===== config.mk =====
export PLATFORM = sky130hd
export DESIGN_NAME = shell_word_splitter_core
export DESIGN_NICKNAME = d
export VERILOG_FILES = /design/src/design/sws_pkg.sv /design/src/design/sws_lexer.sv /design/src/design/sws_fifo.sv /design/src/design/sws_emitter.sv /design/src/design/shell_word_splitter_core.sv
export SDC_FILE = /design/constraint.sdc
export NUM_CORES = 1
export LEC_CHECK = 0
export BUFFER_PORTS_ARGS = -buffer_cell sky130_fd_sc_hd__buf_2
export CORE_MARGIN = 1
export CORE_UTILIZATION = 58
export CTS_BUF_LIST = sky130_fd_sc_hd__clkbuf_8
export DETAILED_ROUTE_END_ITERATION = 6
export GPL_TIMING_DRIVEN = 1
export PLACE_DENSITY_LB_ADDON = 0.2
export SYNTH_ARGS = -nofsm -noshare
export SYNTH_HDL_FRONTEND = slang
export SYNTH_HIERARCHICAL = 1
export SYNTH_SLANG_ARGS = --single-unit
export TNS_END_PERCENT = 20

===== constraint.sdc =====
create_clock -name clk -period 3.8 [get_ports clk]
set_input_delay 0.95 -clock clk [delete_from_list [all_inputs] [get_ports clk]]
set_output_delay 0.95 -clock clk [all_outputs]
set_load 0.01 [all_outputs]

===== src/design/sws_pkg.sv =====
package sws_pkg;

    // Result kinds
    localparam logic [1:0] KIND_DATA = 2'd0;
    localparam logic [1:0] KIND_END  = 2'd1;
    localparam logic [1:0] KIND_DONE = 2'd2;
    localparam logic [1:0] KIND_OVER = 2'd3;

    // One result word as it leaves the block
    typedef struct packed {
        logic [1:0] kind;
        logic [7:0] byte_val;
        logic [7:0] count;
        logic       last;
    } res_t;

    // One queue entry: the one or two results caused by a single character
    typedef struct packed {
        logic two;
        res_t r0;
        res_t r1;
    } act_t;

    localparam res_t RES_NONE = '{kind: KIND_DATA, byte_val: 8'd0, count: 8'd0, last: 1'b0};

endpackage


===== src/design/sws_lexer.sv =====
module sws_lexer
(
    input  logic             clk,
    input  logic             rst_n,
    input  logic             cfg_write,
    input  logic [7:0]       cfg_data,
    input  logic             accept,
    input  logic [7:0]       char_in,
    input  logic             end_of_line,
    output logic             act_valid,
    output sws_pkg::act_t    act
);
    import sws_pkg::*;

    typedef enum logic [6:0] {
        ST_BLANK  = 7'b0000001,
        ST_WORD   = 7'b0000010,
        ST_SQUOTE = 7'b0000100,
        ST_DQUOTE = 7'b0001000,
        ST_ESC0   = 7'b0010000,
        ST_ESC1   = 7'b0100000,
        ST_ESC2   = 7'b1000000
    } lex_state_t;

    localparam logic [7:0] CH_BSLASH = 8'h5C;
    localparam logic [7:0] CH_SQUOTE = 8'h27;
    localparam logic [7:0] CH_DQUOTE = 8'h22;
    localparam logic [7:0] CH_SPACE  = 8'h20;
    localparam logic [7:0] CH_TAB    = 8'h09;
    localparam logic [7:0] CH_CR     = 8'h0D;
    localparam logic [7:0] CH_ZERO   = 8'h30;
    localparam logic [7:0] CH_SEVEN  = 8'h37;
    localparam logic [7:0] CH_B      = 8'h62;
    localparam logic [7:0] CH_F      = 8'h66;
    localparam logic [7:0] CH_N      = 8'h6E;
    localparam logic [7:0] CH_R      = 8'h72;
    localparam logic [7:0] CH_T      = 8'h74;

    lex_state_t st_reg, st_next;
    logic       saved_reg, saved_next;     // 1: return to double quote
    logic [7:0] acc_reg, acc_next;
    logic [7:0] left_reg, left_next;
    logic       ovf_reg, ovf_next;
    logic [7:0] max_words_reg;

    logic       is_blank, is_oct;
    logic [2:0] digit;

    // Plain handling of the character in word or double-quote mode
    logic       pl_dq;
    lex_state_t pl_state;
    logic       pl_saved;
    logic       pl_emit;
    res_t       pl_res;

    res_t       r0, r1;
    logic [1:0] n_res;

    // Character classes
    assign is_blank = (char_in == CH_SPACE) || (char_in >= CH_TAB && char_in <= CH_CR);
    assign is_oct   = (char_in >= CH_ZERO) && (char_in <= CH_SEVEN);
    assign digit    = char_in[2:0];

    // Mode for plain handling: current quote, restored mode after escape, or new word
    always_comb
    begin
        case (st_reg)
            ST_DQUOTE:       pl_dq = 1'b1;
            ST_ESC1,ST_ESC2: pl_dq = saved_reg;
            default:         pl_dq = 1'b0;
        endcase
    end

    always_comb
    begin
        pl_saved = saved_reg;
        pl_emit  = 1'b0;
        pl_res   = RES_NONE;
        if (pl_dq) begin
            pl_state = ST_DQUOTE;
            if (char_in == CH_BSLASH) begin
                pl_saved = 1'b1;
                pl_state = ST_ESC0;
            end
            else if (char_in == CH_DQUOTE) begin
                pl_state = ST_WORD;
            end
            else begin
                pl_emit         = 1'b1;
                pl_res.byte_val = char_in;
            end
        end
        else begin
            pl_state = ST_WORD;
            if (is_blank) begin
                pl_state    = ST_BLANK;
                pl_emit     = 1'b1;
                pl_res.kind = KIND_END;
            end
            else if (char_in == CH_SQUOTE) begin
                pl_state = ST_SQUOTE;
            end
            else if (char_in == CH_DQUOTE) begin
                pl_state = ST_DQUOTE;
            end
            else if (char_in == CH_BSLASH) begin
                pl_saved = 1'b0;
                pl_state = ST_ESC0;
            end
            else begin
                pl_emit         = 1'b1;
                pl_res.byte_val = char_in;
            end
        end
    end

    // Next state and results for the incoming word
    always_comb
    begin
        st_next    = st_reg;
        saved_next = saved_reg;
        acc_next   = acc_reg;
        left_next  = left_reg;
        ovf_next   = ovf_reg;
        r0         = RES_NONE;
        r1         = RES_NONE;
        n_res      = 2'd0;

        if (end_of_line) begin
            if (!ovf_reg) begin
                if (st_reg != ST_BLANK) begin
                    r0.kind  = KIND_END;
                    r1.kind  = KIND_DONE;
                    r1.count = max_words_reg - left_reg;
                    r1.last  = 1'b1;
                    n_res    = 2'd2;
                end
                else begin
                    r0.kind  = KIND_DONE;
                    r0.count = max_words_reg - left_reg;
                    r0.last  = 1'b1;
                    n_res    = 2'd1;
                end
            end
            st_next    = ST_BLANK;
            saved_next = 1'b0;
            acc_next   = 8'd0;
            left_next  = max_words_reg;
            ovf_next   = 1'b0;
        end
        else if (!ovf_reg) begin
            case (st_reg)
                ST_WORD, ST_DQUOTE:
                begin
                    st_next    = pl_state;
                    saved_next = pl_saved;
                    r0         = pl_res;
                    n_res      = {1'b0, pl_emit};
                end
                ST_SQUOTE:
                begin
                    if (char_in == CH_SQUOTE) begin
                        st_next = ST_WORD;
                    end
                    else begin
                        r0.byte_val = char_in;
                        n_res       = 2'd1;
                    end
                end
                ST_ESC0:
                begin
                    st_next = saved_reg ? ST_DQUOTE : ST_WORD;
                    n_res   = 2'd1;
                    case (char_in)
                        CH_B:    r0.byte_val = 8'd8;
                        CH_F:    r0.byte_val = 8'd12;
                        CH_N:    r0.byte_val = 8'd10;
                        CH_R:    r0.byte_val = 8'd13;
                        CH_T:    r0.byte_val = 8'd9;
                        default: r0.byte_val = char_in;
                    endcase
                    if (is_oct) begin
                        acc_next = {5'd0, digit};
                        st_next  = ST_ESC1;
                        n_res    = 2'd0;
                    end
                end
                ST_ESC1:
                begin
                    if (is_oct) begin
                        acc_next = {acc_reg[4:0], digit};
                        st_next  = ST_ESC2;
                    end
                    else begin
                        r0.byte_val = acc_reg;
                        r1          = pl_res;
                        n_res       = pl_emit ? 2'd2 : 2'd1;
                        st_next     = pl_state;
                        saved_next  = pl_saved;
                    end
                end
                ST_ESC2:
                begin
                    n_res = 2'd1;
                    if (is_oct) begin
                        acc_next    = {acc_reg[4:0], digit};
                        r0.byte_val = {acc_reg[4:0], digit};
                        st_next     = saved_reg ? ST_DQUOTE : ST_WORD;
                    end
                    else begin
                        r0.byte_val = acc_reg;
                        r1          = pl_res;
                        n_res       = pl_emit ? 2'd2 : 2'd1;
                        st_next     = pl_state;
                        saved_next  = pl_saved;
                    end
                end
                default:
                begin
                    // Outside a word
                    if (is_blank) begin
                        st_next = ST_BLANK;
                    end
                    else if (left_reg == 8'd0) begin
                        ovf_next = 1'b1;
                        st_next  = ST_BLANK;
                        r0.kind  = KIND_OVER;
                        r0.last  = 1'b1;
                        n_res    = 2'd1;
                    end
                    else begin
                        left_next  = left_reg - 8'd1;
                        st_next    = pl_state;
                        saved_next = pl_saved;
                        r0         = pl_res;
                        n_res      = {1'b0, pl_emit};
                    end
                end
            endcase
        end
    end

    assign act_valid = accept && (n_res != 2'd0);
    assign act.two   = (n_res == 2'd2);
    assign act.r0    = r0;
    assign act.r1    = r1;

    // Lexer state; a register write restarts the line
    always_ff @(posedge clk or negedge rst_n)
    begin
        if (!rst_n) begin
            st_reg        <= ST_BLANK;
            saved_reg     <= 1'b0;
            acc_reg       <= 8'd0;
            left_reg      <= 8'd255;
            ovf_reg       <= 1'b0;
            max_words_reg <= 8'd255;
        end
        else if (cfg_write) begin
            st_reg        <= ST_BLANK;
            saved_reg     <= 1'b0;
            acc_reg       <= 8'd0;
            left_reg      <= cfg_data;
            ovf_reg       <= 1'b0;
            max_words_reg <= cfg_data;
        end
        else if (accept) begin
            st_reg    <= st_next;
            saved_reg <= saved_next;
            acc_reg   <= acc_next;
            left_reg  <= left_next;
            ovf_reg   <= ovf_next;
        end
    end

endmodule


===== src/design/sws_fifo.sv =====
module sws_fifo #(
    parameter int DEPTH = 4
)
(
    input  logic          clk,
    input  logic          rst_n,
    input  logic          wr_en,
    input  sws_pkg::act_t wr_data,
    output logic          full,
    input  logic          rd_en,
    output sws_pkg::act_t rd_data,
    output logic          not_empty
);
    import sws_pkg::*;

    localparam int PW = (DEPTH > 1) ? $clog2(DEPTH) : 1;
    localparam int CW = $clog2(DEPTH + 1);
    localparam logic [PW-1:0] LAST_PTR = PW'(DEPTH - 1);
    localparam logic [CW-1:0] FULL_CNT = CW'(DEPTH);

    act_t          entries_reg [DEPTH];
    logic [PW-1:0] wr_ptr_reg, wr_ptr_next;
    logic [PW-1:0] rd_ptr_reg, rd_ptr_next;
    logic [CW-1:0] cnt_reg, cnt_next;
    logic          do_wr, do_rd;

    assign full      = (cnt_reg == FULL_CNT);
    assign not_empty = (cnt_reg != '0);
    assign do_wr     = wr_en && !full;
    assign do_rd     = rd_en && not_empty;
    assign rd_data   = entries_reg[rd_ptr_reg];

    // Pointer and count update
    always_comb
    begin
        wr_ptr_next = wr_ptr_reg;
        rd_ptr_next = rd_ptr_reg;
        cnt_next    = cnt_reg;
        if (do_wr)
            wr_ptr_next = (wr_ptr_reg == LAST_PTR) ? '0 : wr_ptr_reg + PW'(1);
        if (do_rd)
            rd_ptr_next = (rd_ptr_reg == LAST_PTR) ? '0 : rd_ptr_reg + PW'(1);
        if (do_wr && !do_rd)
            cnt_next = cnt_reg + CW'(1);
        else if (do_rd && !do_wr)
            cnt_next = cnt_reg - CW'(1);
    end

    always_ff @(posedge clk or negedge rst_n)
    begin
        if (!rst_n) begin
            wr_ptr_reg <= '0;
            rd_ptr_reg <= '0;
            cnt_reg    <= '0;
        end
        else begin
            wr_ptr_reg <= wr_ptr_next;
            rd_ptr_reg <= rd_ptr_next;
            cnt_reg    <= cnt_next;
        end
    end

    // Storage
    always_ff @(posedge clk)
    begin
        if (do_wr)
            entries_reg[wr_ptr_reg] <= wr_data;
    end

endmodule


===== src/design/sws_emitter.sv =====
module sws_emitter
(
    input  logic          clk,
    input  logic          rst_n,
    input  logic          head_valid,
    input  sws_pkg::act_t head,
    output logic          head_pop,
    output logic          empty,
    input  logic          pop,
    output sws_pkg::res_t out_res
);
    import sws_pkg::*;

    logic out_valid_reg, out_valid_next;
    logic phase_reg, phase_next;          // 1: second result of head still to go
    res_t out_res_reg, out_res_next;
    logic load;

    assign load  = !out_valid_reg || pop;
    assign empty = !out_valid_reg;
    assign out_res = out_res_reg;

    // Unpack queue entries one result at a time into the output register
    always_comb
    begin
        out_valid_next = out_valid_reg;
        phase_next     = phase_reg;
        out_res_next   = out_res_reg;
        head_pop       = 1'b0;
        if (load) begin
            out_valid_next = head_valid;
            if (head_valid) begin
                out_res_next = phase_reg ? head.r1 : head.r0;
                if (head.two && !phase_reg) begin
                    phase_next = 1'b1;
                end
                else begin
                    phase_next = 1'b0;
                    head_pop   = 1'b1;
                end
            end
        end
    end

    always_ff @(posedge clk or negedge rst_n)
    begin
        if (!rst_n) begin
            out_valid_reg <= 1'b0;
            phase_reg     <= 1'b0;
        end
        else begin
            out_valid_reg <= out_valid_next;
            phase_reg     <= phase_next;
        end
    end

    always_ff @(posedge clk)
    begin
        out_res_reg <= out_res_next;
    end

endmodule


===== src/design/shell_word_splitter_core.sv =====
// Channel   | Signals                                  | Transfer
// ----------+------------------------------------------+----------------------
// input     | push, full, char_in, end_of_line         | push & !full
// result    | empty, pop, kind, byte_out, word_count,  | pop & !empty
//           | last                                     |
// config    | cfg_write, cfg_data (max_words)          | cfg_write
//
// One word accepted per cycle while the action queue has room; a character that
// causes two results (octal escape closed by a character that also gives a result,
// or end of line inside a word) occupies the single output register for both
// results in turn, so that output port sets the sustained rate. The first result
// passes through the queue and then the output register on its way to the ports.
// Reset restores max_words to 255 and starts a fresh line; a stalled result
// side fills the QUEUE_DEPTH-entry queue and then raises full.
module shell_word_splitter_core #(
    parameter int QUEUE_DEPTH = 4
)
(
    input  logic       clk,
    input  logic       rst_n,
    input  logic       push,
    output logic       full,
    input  logic [7:0] char_in,
    input  logic       end_of_line,
    output logic       empty,
    input  logic       pop,
    output logic [1:0] kind,
    output logic [7:0] byte_out,
    output logic [7:0] word_count,
    output logic       last,
    input  logic       cfg_write,
    input  logic [7:0] cfg_data
);
    import sws_pkg::*;

    logic accept;
    logic act_valid;
    act_t act;
    act_t head;
    logic head_valid;
    logic head_pop;
    res_t out_res;

    assign accept = push && !full;

    // Front: classify characters and queue their results
    sws_lexer u_lexer (
        .clk         (clk),
        .rst_n       (rst_n),
        .cfg_write   (cfg_write),
        .cfg_data    (cfg_data),
        .accept      (accept),
        .char_in     (char_in),
        .end_of_line (end_of_line),
        .act_valid   (act_valid),
        .act         (act)
    );

    sws_fifo #(
        .DEPTH (QUEUE_DEPTH)
    ) u_fifo (
        .clk       (clk),
        .rst_n     (rst_n),
        .wr_en     (act_valid),
        .wr_data   (act),
        .full      (full),
        .rd_en     (head_pop),
        .rd_data   (head),
        .not_empty (head_valid)
    );

    // Back: hand out results one at a time
    sws_emitter u_emitter (
        .clk        (clk),
        .rst_n      (rst_n),
        .head_valid (head_valid),
        .head       (head),
        .head_pop   (head_pop),
        .empty      (empty),
        .pop        (pop),
        .out_res    (out_res)
    );

    assign kind       = out_res.kind;
    assign byte_out   = out_res.byte_val;
    assign word_count = out_res.count;
    assign last       = out_res.last;

endmodule

==> impl_metrics.csv, run 1 <==
group,metric,value,unit
run_status,status,"completed",
clocking,htreeDepth,2,
timing,min_period,3.48,ns
clocking,clkLatencyLatePin,0.53,ns
cells_and_area,fill_cells,1239,
timing,timing.fmax,0.287,GHz
yosys,syn_inst,715,
cells_and_area,final_area,0.0116,mm^2
clocking,post_cts_resized,0,
cells_and_area,fin_cells,1046,
place,hpwl,14600,um
clocking,ctsRootBufferMaster,"clkbuf_8",
route,dr_total_vias,6272,
floorplan,dieHeight,136,um
clocking,post-cts-setup-buffers,0,
yosys,synth.distinct_cells,79,
route,drc,0,
clocking,tritoncts,"yes",
clocking,clock_path_buffers,3,
floorplan,die-width,136,um
run,drv_cap,0,
route,wl_met2,10700,um
pwr,switching_share,29.4,%
cells_and_area,final_cell_mix,"edfxtp_1, nor2_1, buf_2",
route,top_layer,"met4",
yosys,synth-seq-cells,217,
pwr,clkPwrFrac,24.0,%
clocking,cts_buffers,36,
pwr,finalPower,7.70,mW
route,antenna_left,0,
route,wirelength,21900,um
worst_setup_path,worst_setup_path_start_kind,"flop",
route,drt-met1-wl,9560,um
global_route,grt_pass1_vias,6412,
cells_and_area,synthToLayoutAreaGrowth,11.7,%
timing,period_share,91.6,%
yosys,syn_avg_cell_area,14.5,um^2
yosys,synth_enable_flop_cells,175,
cells_and_area,final_util,66.7,%
place,placed_cells,982,
timing,worst_pin_slew,0.986,ns
worst_setup_path,cp_max_fo,7,
pwr,ir_worst_vdd,366,uV
route,firstDrtPassIters,5,
yosys,synth-warning-count,6,
pwr,p_seq_share,44.9,%
pwr,p_leak,4.35,nW
worst_setup_path,crit_path_end_kind,"flop",
global_route,gr-total-overflow,0,
cells_and_area,nNetsFinal,834,
cells_and_area,antenna_cells,0,
min_path,hold_class,"flop to flop",
clocking,clk_pin_slew,0.06,ns
yosys,synth-async-reset-ratio,19.4,%
pwr,power-per-cell-area,665,mW/mm^2
timing,max-slew-margin-rel,34.3,%
route,wire_per_inst,20.9,um
route,initialDrtViolationCount,323,
pwr,p_comb_share,31.1,%
floorplan,initial_core_util,59.7,%
timing,fin_skew,0.0252,ns
yosys,syn_area,0.0104,mm^2
place,dpl_cell_area,0.0109,mm^2
cells_and_area,largest_reg_flops,156,
floorplan,rows,48,
floorplan,fp.coreArea,0.0174,mm^2
timing,fin_tns_setup,0,ns
clocking,clock-sinks,217,
global_route,antenna_found_initial,0,
worst_setup_path,worst_ep_required_time,4.25,ns
global_route,grt_max_degree,43,
yosys,synth-seq-area-share,61.1,%
worst_setup_path,worstPathArrival,3.93,ns
cells_and_area,drive_gt1_share,28.1,%
timing,slew_violations,0,
timing,rsz0062_at_grt,"no",
timing,setup_viol,0,
clocking,cts_hold_buf,0,
floorplan,die_area,0.0184,mm^2
route,dr_wl_met3,1020,um
global_route,track_usage,24.8,%
place,place.gp.congestion,0.903,
pwr,switchingPower,2.26,mW
route,viasPerCell,6.00,
worst_setup_path,critPathKind,"flop to flop",
place,io_buffers,42,
yosys,syn_nets,754,
floorplan,io_pins,43,
yosys,ys.flop_type,"edfxtp_1",
timing,hold_violations,0,
cells_and_area,final_common_cell,"edfxtp_1",
global_route,grt_pass1_wl,34100,um
pwr,p_int,5.44,mW
==> kinds of logic after synthesis <==
logic type               Yosys count  share of synthesized area, %
AO/OA/AOI/OAI                    123                          8.21
XOR/XNOR                          17                          1.44
adder cells (fa/ha/maj)           17                          2.20
buffers and inverters             61                          3.37
flip-flops                       217                          61.1
multiplexers                      73                          13.0
AND/OR/NAND/NOR                  207                          10.7
==> power by group through the flow <==
stage	clock, mW	sequential [mW]	combinational, mW
6_report	1.85	3.46	2.39
5_1_grt	1.99	3.51	2.58
3_3_place_gp	0	3.48	2.37
2_1_floorplan	0	3.51	1.86
3_5_place_dp	0	3.51	2.42
4_1_cts	1.90	3.47	2.43
==> final timing paths <==
check,startpoint,endpoint,cells after the start,slack (ns)
max,u_lexer/st_reg[2]$_DFFE_PN0P_,u_fifo/cnt_reg[2]$_DFFE_PN0P_,15,0.32
min in group asynchronous,rst_n,u_lexer/acc_reg[7]$_DFFE_PN0P_,1,0.57
min reg2reg,u_fifo/cnt_reg[2]$_DFFE_PN0P_,u_fifo/cnt_reg[2]$_DFFE_PN0P_,1,0.50
min,u_fifo/cnt_reg[2]$_DFFE_PN0P_,u_fifo/cnt_reg[2]$_DFFE_PN0P_,1,0.50
max reg2reg,u_lexer/st_reg[2]$_DFFE_PN0P_,u_fifo/cnt_reg[2]$_DFFE_PN0P_,15,0.32
max in group asynchronous,rst_n,u_fifo/rd_ptr_reg[0]$_DFFE_PN0P_,1,2.54
==> cell usage after synthesis, types with 5 or more instances <==
library cell / count / area share [%]
o211ai_1: 8 / 0.58
xor2_1: 6 / 0.51
clkbuf_1: 12 / 0.43
nor3_1: 24 / 1.2
edfxtp_1: 175 / 51
mux2i_1: 6 / 0.58
inv_1: 25 / 0.91
mux2_4: 24 / 3.5
nor2_1: 54 / 2.0
nand3_1: 17 / 0.82
a21oi_1: 22 / 1.1
nand2_1: 38 / 1.4
a22o_1: 11 / 0.93
a211oi_1: 5 / 0.36
nor2b_1: 11 / 0.66
dfstp_2: 17 / 4.3
ha_1: 15 / 1.8
and3_1: 10 / 0.60
dfrtp_1: 25 / 6.0
o21ai_0: 35 / 1.7
and2_1: 7 / 0.42
nand2b_1: 8 / 0.48
buf_2: 11 / 0.53
mux4_2: 38 / 8.3
xnor2_1: 11 / 0.93
==> layout make-up <==
cell class	instances	area (um^2)	share of cell area (%)
Clock buffer	37	509	4.40
Clock inverter	27	144	1.24
Inverter	25	93.8	0.811
Multi-Input combinational cell	437	3690	31.8
Sequential cell	217	6330	54.7
Tap cell	225	282	2.43
Timing Repair Buffer	78	531	4.58
==> worst max-delay path, stage by stage, from the launching register on <==
cell      delay (ns)
dfrtp_1         0.48
or4_4           0.47
nor4b_1         0.34
buf_4           0.18
a211oi_1        0.05
buf_4           0.16
nor3_1          0.25
o21ai_0         0.11
nand3_1         0.08
nor2b_2         0.16
ha_1            0.19
inv_1           0.07
fa_1            0.43
xor2_1          0.17
nor2_1          0.11
xor2_1          0.15
==> metrics by stage <==
| stage | hold slack (ns) | setup WS, ns |
|---|---|---|
| 2_1_floorplan | 0.458 | 0.129 |
| 3_3_place_gp | 0.474 | 0.184 |
| 3_5_place_dp | 0.490 | 0.0836 |
| 4_1_cts | 0.499 | 0.347 |
| 5_1_grt | 0.524 | 0.000127 |
| 6_report | 0.501 | 0.319 |
==> per-layer routing <==
layer,GRT usage (%),vias to the layer above
met5,0,-
met4,9.18,0
met3,3.85,41
met2,40.6,161
met1,33.6,3157
li1,-,2913
Power figures use the tool's default switching activity.
==> run 2, diff against run 1 <==
--- a/config.mk
+++ b/config.mk
@@ -7,8 +7,7 @@
 export LEC_CHECK = 0
 export BUFFER_PORTS_ARGS = -buffer_cell sky130_fd_sc_hd__buf_2
 export CORE_MARGIN = 1
-export CORE_UTILIZATION = 58
-export CTS_BUF_LIST = sky130_fd_sc_hd__clkbuf_8
+export CORE_UTILIZATION = 56
 export DETAILED_ROUTE_END_ITERATION = 6
 export GPL_TIMING_DRIVEN = 1
 export PLACE_DENSITY_LB_ADDON = 0.2
==> impl_metrics.csv, run 2 (synthesis results as in run 1) <==
group,metric,value,unit
cells_and_area,final_util,64.7,%
timing,min_period,3.56,ns
place,dp_slack,0.0757,ns
clocking,clk_pin_slew,0.06,ns
cells_and_area,final_common_cell,"edfxtp_1",
global_route,grt_pass1_wl,35200,um
min_path,holdCritStartpoint,"u_fifo/cnt_reg[2]$_DFFE_PN0P_",
cells_and_area,nNetsFinal,817,
global_route,grt_pass1_vias,6500,
cells_and_area,final_cell_mix,"edfxtp_1, nor2_1, buf_2",
worst_setup_path,worstPathArrival,3.99,ns
floorplan,rows,49,
timing,setup_viol,0,
timing,fin_tns_setup,0,ns
route,viasPerCell,6.12,
worst_setup_path,rr_startpoint,"u_lexer/st_reg[5]$_DFFE_PN0P_",
min_path,hold_class,"flop to flop",
timing,fin_ws,0.244,ns
worst_setup_path,crit_path_end_kind,"flop",
floorplan,dieHeight,138,um
worst_setup_path,cp_max_fo,3,
pwr,ir_worst_vdd,652,uV
route,wire_per_inst,21.6,um
cells_and_area,fill_cells,1337,
pwr,p_leak,4.35,nW
global_route,grt_max_degree,43,
cells_and_area,largest_reg_flops,156,
floorplan,fp.coreArea,0.0180,mm^2
route,firstDrtPassIters,5,
clocking,post-cts-setup-buffers,0,
cells_and_area,fin_cells,1024,
min_path,min_to,"u_fifo/cnt_reg[2]$_DFFE_PN0P_",
timing,rsz0062_at_grt,"no",
cells_and_area,antenna_cells,0,
timing,max-slew-margin-rel,33.4,%
worst_setup_path,startpoint,"u_lexer/st_reg[5]$_DFFE_PN0P_",
route,wirelength,22200,um
timing,slew_violations,0,
place,place.gp.congestion,0.959,
clocking,clkLatencyLatePin,0.51,ns
place,hpwl,14800,um
timing,fin_skew,0.0136,ns
clocking,cts_buffers,23,
pwr,finalPower,8.13,mW
timing,worst_pin_slew,0.999,ns
run_status,status,"completed",
worst_setup_path,rr_endpoint,"u_fifo/cnt_reg[2]$_DFFE_PN0P_",
place,placed_cells,982,
clocking,clock-sinks,217,
floorplan,die_area,0.0190,mm^2
run,drv_cap,0,
worst_setup_path,rr_worst_depth,15,
global_route,track_usage,23.6,%
worst_setup_path,worst_setup_path_start_kind,"flop",
place,dpl_cell_area,0.0109,mm^2
global_route,gr-total-overflow,0,
timing,period_share,93.6,%
pwr,power-per-cell-area,697,mW/mm^2
global_route,antenna_found_initial,0,
timing,whs,0.504,ns
clocking,post_cts_resized,0,
route,dr_total_vias,6266,
cells_and_area,drive_gt1_share,27.8,%
floorplan,io_pins,43,
worst_setup_path,r2r_slack,0.24,ns
clocking,ctsRootBufferMaster,"clkbuf_16",
route,drc,0,
floorplan,initial_core_util,57.5,%
timing,hold_violations,0,
timing,timing.fmax,0.281,GHz
worst_setup_path,worst_ep_required_time,4.23,ns
worst_setup_path,critPathKind,"flop to flop",
clocking,tritoncts,"yes",
cells_and_area,synthToLayoutAreaGrowth,12.6,%
clocking,htreeDepth,1,
cells_and_area,final_area,0.0117,mm^2
clocking,clock_path_buffers,3,
min_path,holdPathStages,1,
route,antenna_left,0,
floorplan,die-width,138,um
place,io_buffers,42,
clocking,cts_hold_buf,0,
route,initialDrtViolationCount,446,
## run 2: cell types whose count changed in the layout (fill, tap and decap cells not counted), sizes merged
cell	previous run	this run
bufinv	1	3
inv	36	27
buf	78	74
clkinv	14	8
clkbuf	37	28
## run 2: power breakdown
group          total, mW  switching (mW)  internal, mW  leakage (nW)
registers           3.47           0.196          3.27          2.11
clock network       2.27           0.910          1.36         0.377
logic               2.39            1.21          1.18          1.86
total               8.13            2.32          5.81          4.35
## run 2: cell type report
type,count,area (um^2),area share (%)
Timing Repair Buffer,74,500,4.29
Multi-Input combinational cell,437,3690,31.6
Clock inverter,14,155,1.33
Sequential cell,217,6330,54.2
Tap cell,229,287,2.46
Clock buffer,28,614,5.26
Inverter,25,93.8,0.804
## run 2: worst max path at each step
| stage | slack (ns) | to | cells past startpoint |
|---|---|---|---|
| after floorplan | 0.13 | u_fifo/cnt_reg[2]$_DFFE_PN0P_ | 15 |
| after detailed placement | 0.08 | u_fifo/cnt_reg[1]$_DFFE_PN0P_ | 13 |
| final | 0.24 | u_fifo/cnt_reg[2]$_DFFE_PN0P_ | 15 |
| after CTS | 0.22 | u_fifo/cnt_reg[2]$_DFFE_PN0P_ | 15 |
| after global routing | 0.02 | u_fifo/cnt_reg[2]$_DFFE_PN0P_ | 15 |
| after global placement | 0.15 | u_fifo/cnt_reg[1]$_DFFE_PN0P_ | 13 |
## run 2: routing by layer
metal | share of wire (%) | vias to the layer above | track usage, %
met5 | 0 | - | 0
li1 | - | 2867 | -
met2 | 49 | 218 | 39.9
met3 | 6.1 | 41 | 3.74
met4 | 2.0 | 0 | 5.84
met1 | 43 | 3140 | 32.3
## run 2: critical path, stage by stage, from the launching register on
cell and delay [ns]:
dfrtp_1 0.38, or4_4 0.56, nor4b_1 0.35, buf_4 0.19
a211oi_1 0.06, buf_4 0.17, nor3_2 0.20, o21ai_0 0.12
nand3_1 0.13, nor2b_2 0.17, ha_1 0.19, inv_1 0.07
fa_1 0.43, xor2_1 0.18, nor2_1 0.13, xor2_1 0.15
==> run 3, diff against run 2 <==
--- a/config.mk
+++ b/config.mk
@@ -6,11 +6,14 @@
 export NUM_CORES = 1
 export LEC_CHECK = 0
 export BUFFER_PORTS_ARGS = -buffer_cell sky130_fd_sc_hd__buf_2
+export CELL_PAD_IN_SITES_DETAIL_PLACEMENT = 1
+export CELL_PAD_IN_SITES_GLOBAL_PLACEMENT = 1
 export CORE_MARGIN = 1
-export CORE_UTILIZATION = 56
+export CORE_UTILIZATION = 47
 export DETAILED_ROUTE_END_ITERATION = 6
 export GPL_TIMING_DRIVEN = 1
 export PLACE_DENSITY_LB_ADDON = 0.2
+export SKIP_CTS_REPAIR_TIMING = 1
 export SYNTH_ARGS = -nofsm -noshare
 export SYNTH_HDL_FRONTEND = slang
 export SYNTH_HIERARCHICAL = 1
==> impl_metrics.csv, run 3 (synthesis results as in run 1) <==
group,metric,value,unit
worst_setup_path,path_cells,"buf_4 > xor2_1 > a211oi_1 > o21ai_0 > nor2_1 > nand4_1 > nand3_1 > nor2b_2 > ha_1 > inv_1 > fa_1 > xor2_1 > nor2_1 > xor2_1",
global_route,track_usage,22.4,%
clocking,clock_path_buffers,3,
route,viasPerCell,5.81,
clocking,ctsRootBufferMaster,"clkbuf_16",
worst_setup_path,max_stage_delay,0.60,ns
clocking,clkLatencyLatePin,0.51,ns
route,antenna_left,0,
worst_setup_path,worst_ep_required_time,4.22,ns
timing,max-slew-margin-rel,31.9,%
worst_setup_path,worstPathArrival,3.98,ns
pwr,finalPower,8.27,mW
floorplan,die_area,0.0226,mm^2
worst_setup_path,path_common_cell,"xor2_1",
cells_and_area,nNetsFinal,819,
floorplan,initial_core_util,48.7,%
clocking,clk_pin_slew,0.06,ns
timing,period_share,93.6,%
pwr,power-per-cell-area,702,mW/mm^2
cells_and_area,final_common_cell,"edfxtp_1",
place,hpwl,16600,um
clocking,htreeDepth,1,
clocking,clock-sinks,217,
cells_and_area,antenna_cells,0,
timing,rsz0062_at_grt,"no",
min_path,hold_class,"flop to flop",
place,dp_slack,0.0628,ns
worst_setup_path,critPathKind,"flop to flop",
run_status,status,"completed",
route,wire_per_inst,22.5,um
clocking,tritoncts,"yes",
worst_setup_path,critPathTopFamily,"compound AO/OA/AOI/OAI gates",
route,initialDrtViolationCount,419,
worst_setup_path,slowest_stage,"a211oi_1",
worst_setup_path,cp_max_fo,9,
timing,fin_tns_setup,0,ns
place,io_buffers,42,
global_route,grt_pass1_wl,38200,um
cells_and_area,synthToLayoutAreaGrowth,13.7,%
cells_and_area,drive_gt1_share,28.2,%
clocking,cts_buffers,24,
worst_setup_path,crit_path_end_kind,"flop",
global_route,gr-total-overflow,0,
timing,slew_violations,0,
timing,fin_skew,0.0139,ns
place,place.gp.congestion,0.904,
route,wirelength,24200,um
global_route,grt_max_degree,43,
global_route,antenna_found_initial,0,
pwr,p_leak,4.35,nW
pwr,ir_worst_vdd,338,uV
timing,worst_pin_slew,1.02,ns
route,dr_total_vias,6236,
timing,hold_violations,0,
timing,setup_viol,0,
floorplan,rows,53,
worst_setup_path,crit_buf_inv,2,
cells_and_area,largest_reg_flops,156,
floorplan,dieHeight,150,um
global_route,grt_pass1_vias,6634,
floorplan,io_pins,43,
cells_and_area,final_cell_mix,"edfxtp_1, nor2_1, buf_2",
route,firstDrtPassIters,4,
floorplan,die-width,150,um
timing,fin_ws,0.242,ns
worst_setup_path,worst_setup_path_start_kind,"flop",
timing,timing.fmax,0.281,GHz
timing,min_period,3.56,ns
floorplan,fp.coreArea,0.0213,mm^2
route,drc,0,
run,drv_cap,0,
[run 3: final cells by class]
type	instances	area, um^2
sequential	217	6330
multi-input combinational	437	3690
tap	275	344
clock buffer	24	601
fill	2085	9510
inverter	25	93.8
timing repair buffer	75	508
clock inverter	20	219
[run 3: power breakdown]
part,switching [mW],leakage (nW),internal (mW)
clock network,0.965,0.379,1.38
registers,0.210,2.11,3.27
logic,1.25,1.86,1.19
[run 3: routing by layer]
metal,GRT usage (%),share of wire (%),routed length (um)
met1,31.2,45,11000
met2,37.2,49,11900
met3,2.73,3.7,895
met4,5.56,1.6,393
met5,0,0,0
[run 3: worst reg2reg max path: cells and delay by family (launching register included)]
| family | cells | cell delay [ns] |
|---|---|---|
| flip-flops | 1 | 0.41 |
| XOR/XNOR | 3 | 0.50 |
| buffers and inverters | 2 | 0.26 |
| AO/OA/AOI/OAI | 2 | 1.02 |
| AND/OR/NAND/NOR | 5 | 0.66 |
| adder cells (fa/ha/maj) | 2 | 0.63 |
[run 3: worst paths after layout]
kind,slack (ns),to,start,depth (start not counted)
max,0.24,u_fifo/cnt_reg[2]$_DFFE_PN0P_,u_lexer/st_reg[2]$_DFFE_PN0P_,14
min in group asynchronous,0.59,u_lexer/acc_reg[3]$_DFFE_PN0P_,rst_n,1
min reg2reg,0.50,u_lexer/max_words_reg[2]$_DFFE_PN1P_,u_lexer/max_words_reg[2]$_DFFE_PN1P_,2
max in group asynchronous,2.48,u_fifo/rd_ptr_reg[0]$_DFFE_PN0P_,rst_n,1
max reg2reg,0.24,u_fifo/cnt_reg[2]$_DFFE_PN0P_,u_lexer/st_reg[2]$_DFFE_PN0P_,14
min,0.50,u_lexer/max_words_reg[2]$_DFFE_PN1P_,u_lexer/max_words_reg[2]$_DFFE_PN1P_,2
[run 3: metrics by stage]
step / utilization, % / hold slack, ns / cells / instance area [um^2]
floorplan: - / 0.458 / 715 / 10400
global placement: 51.5 / 0.477 / 1029 / 11000
detailed placement: 51.5 / 0.493 / 1029 / 11000
CTS: 55.3 / 0.502 / 1073 / 11800
global route: 55.3 / 0.543 / 1073 / 11800
finish: 55.3 / 0.495 / 1073 / 11800
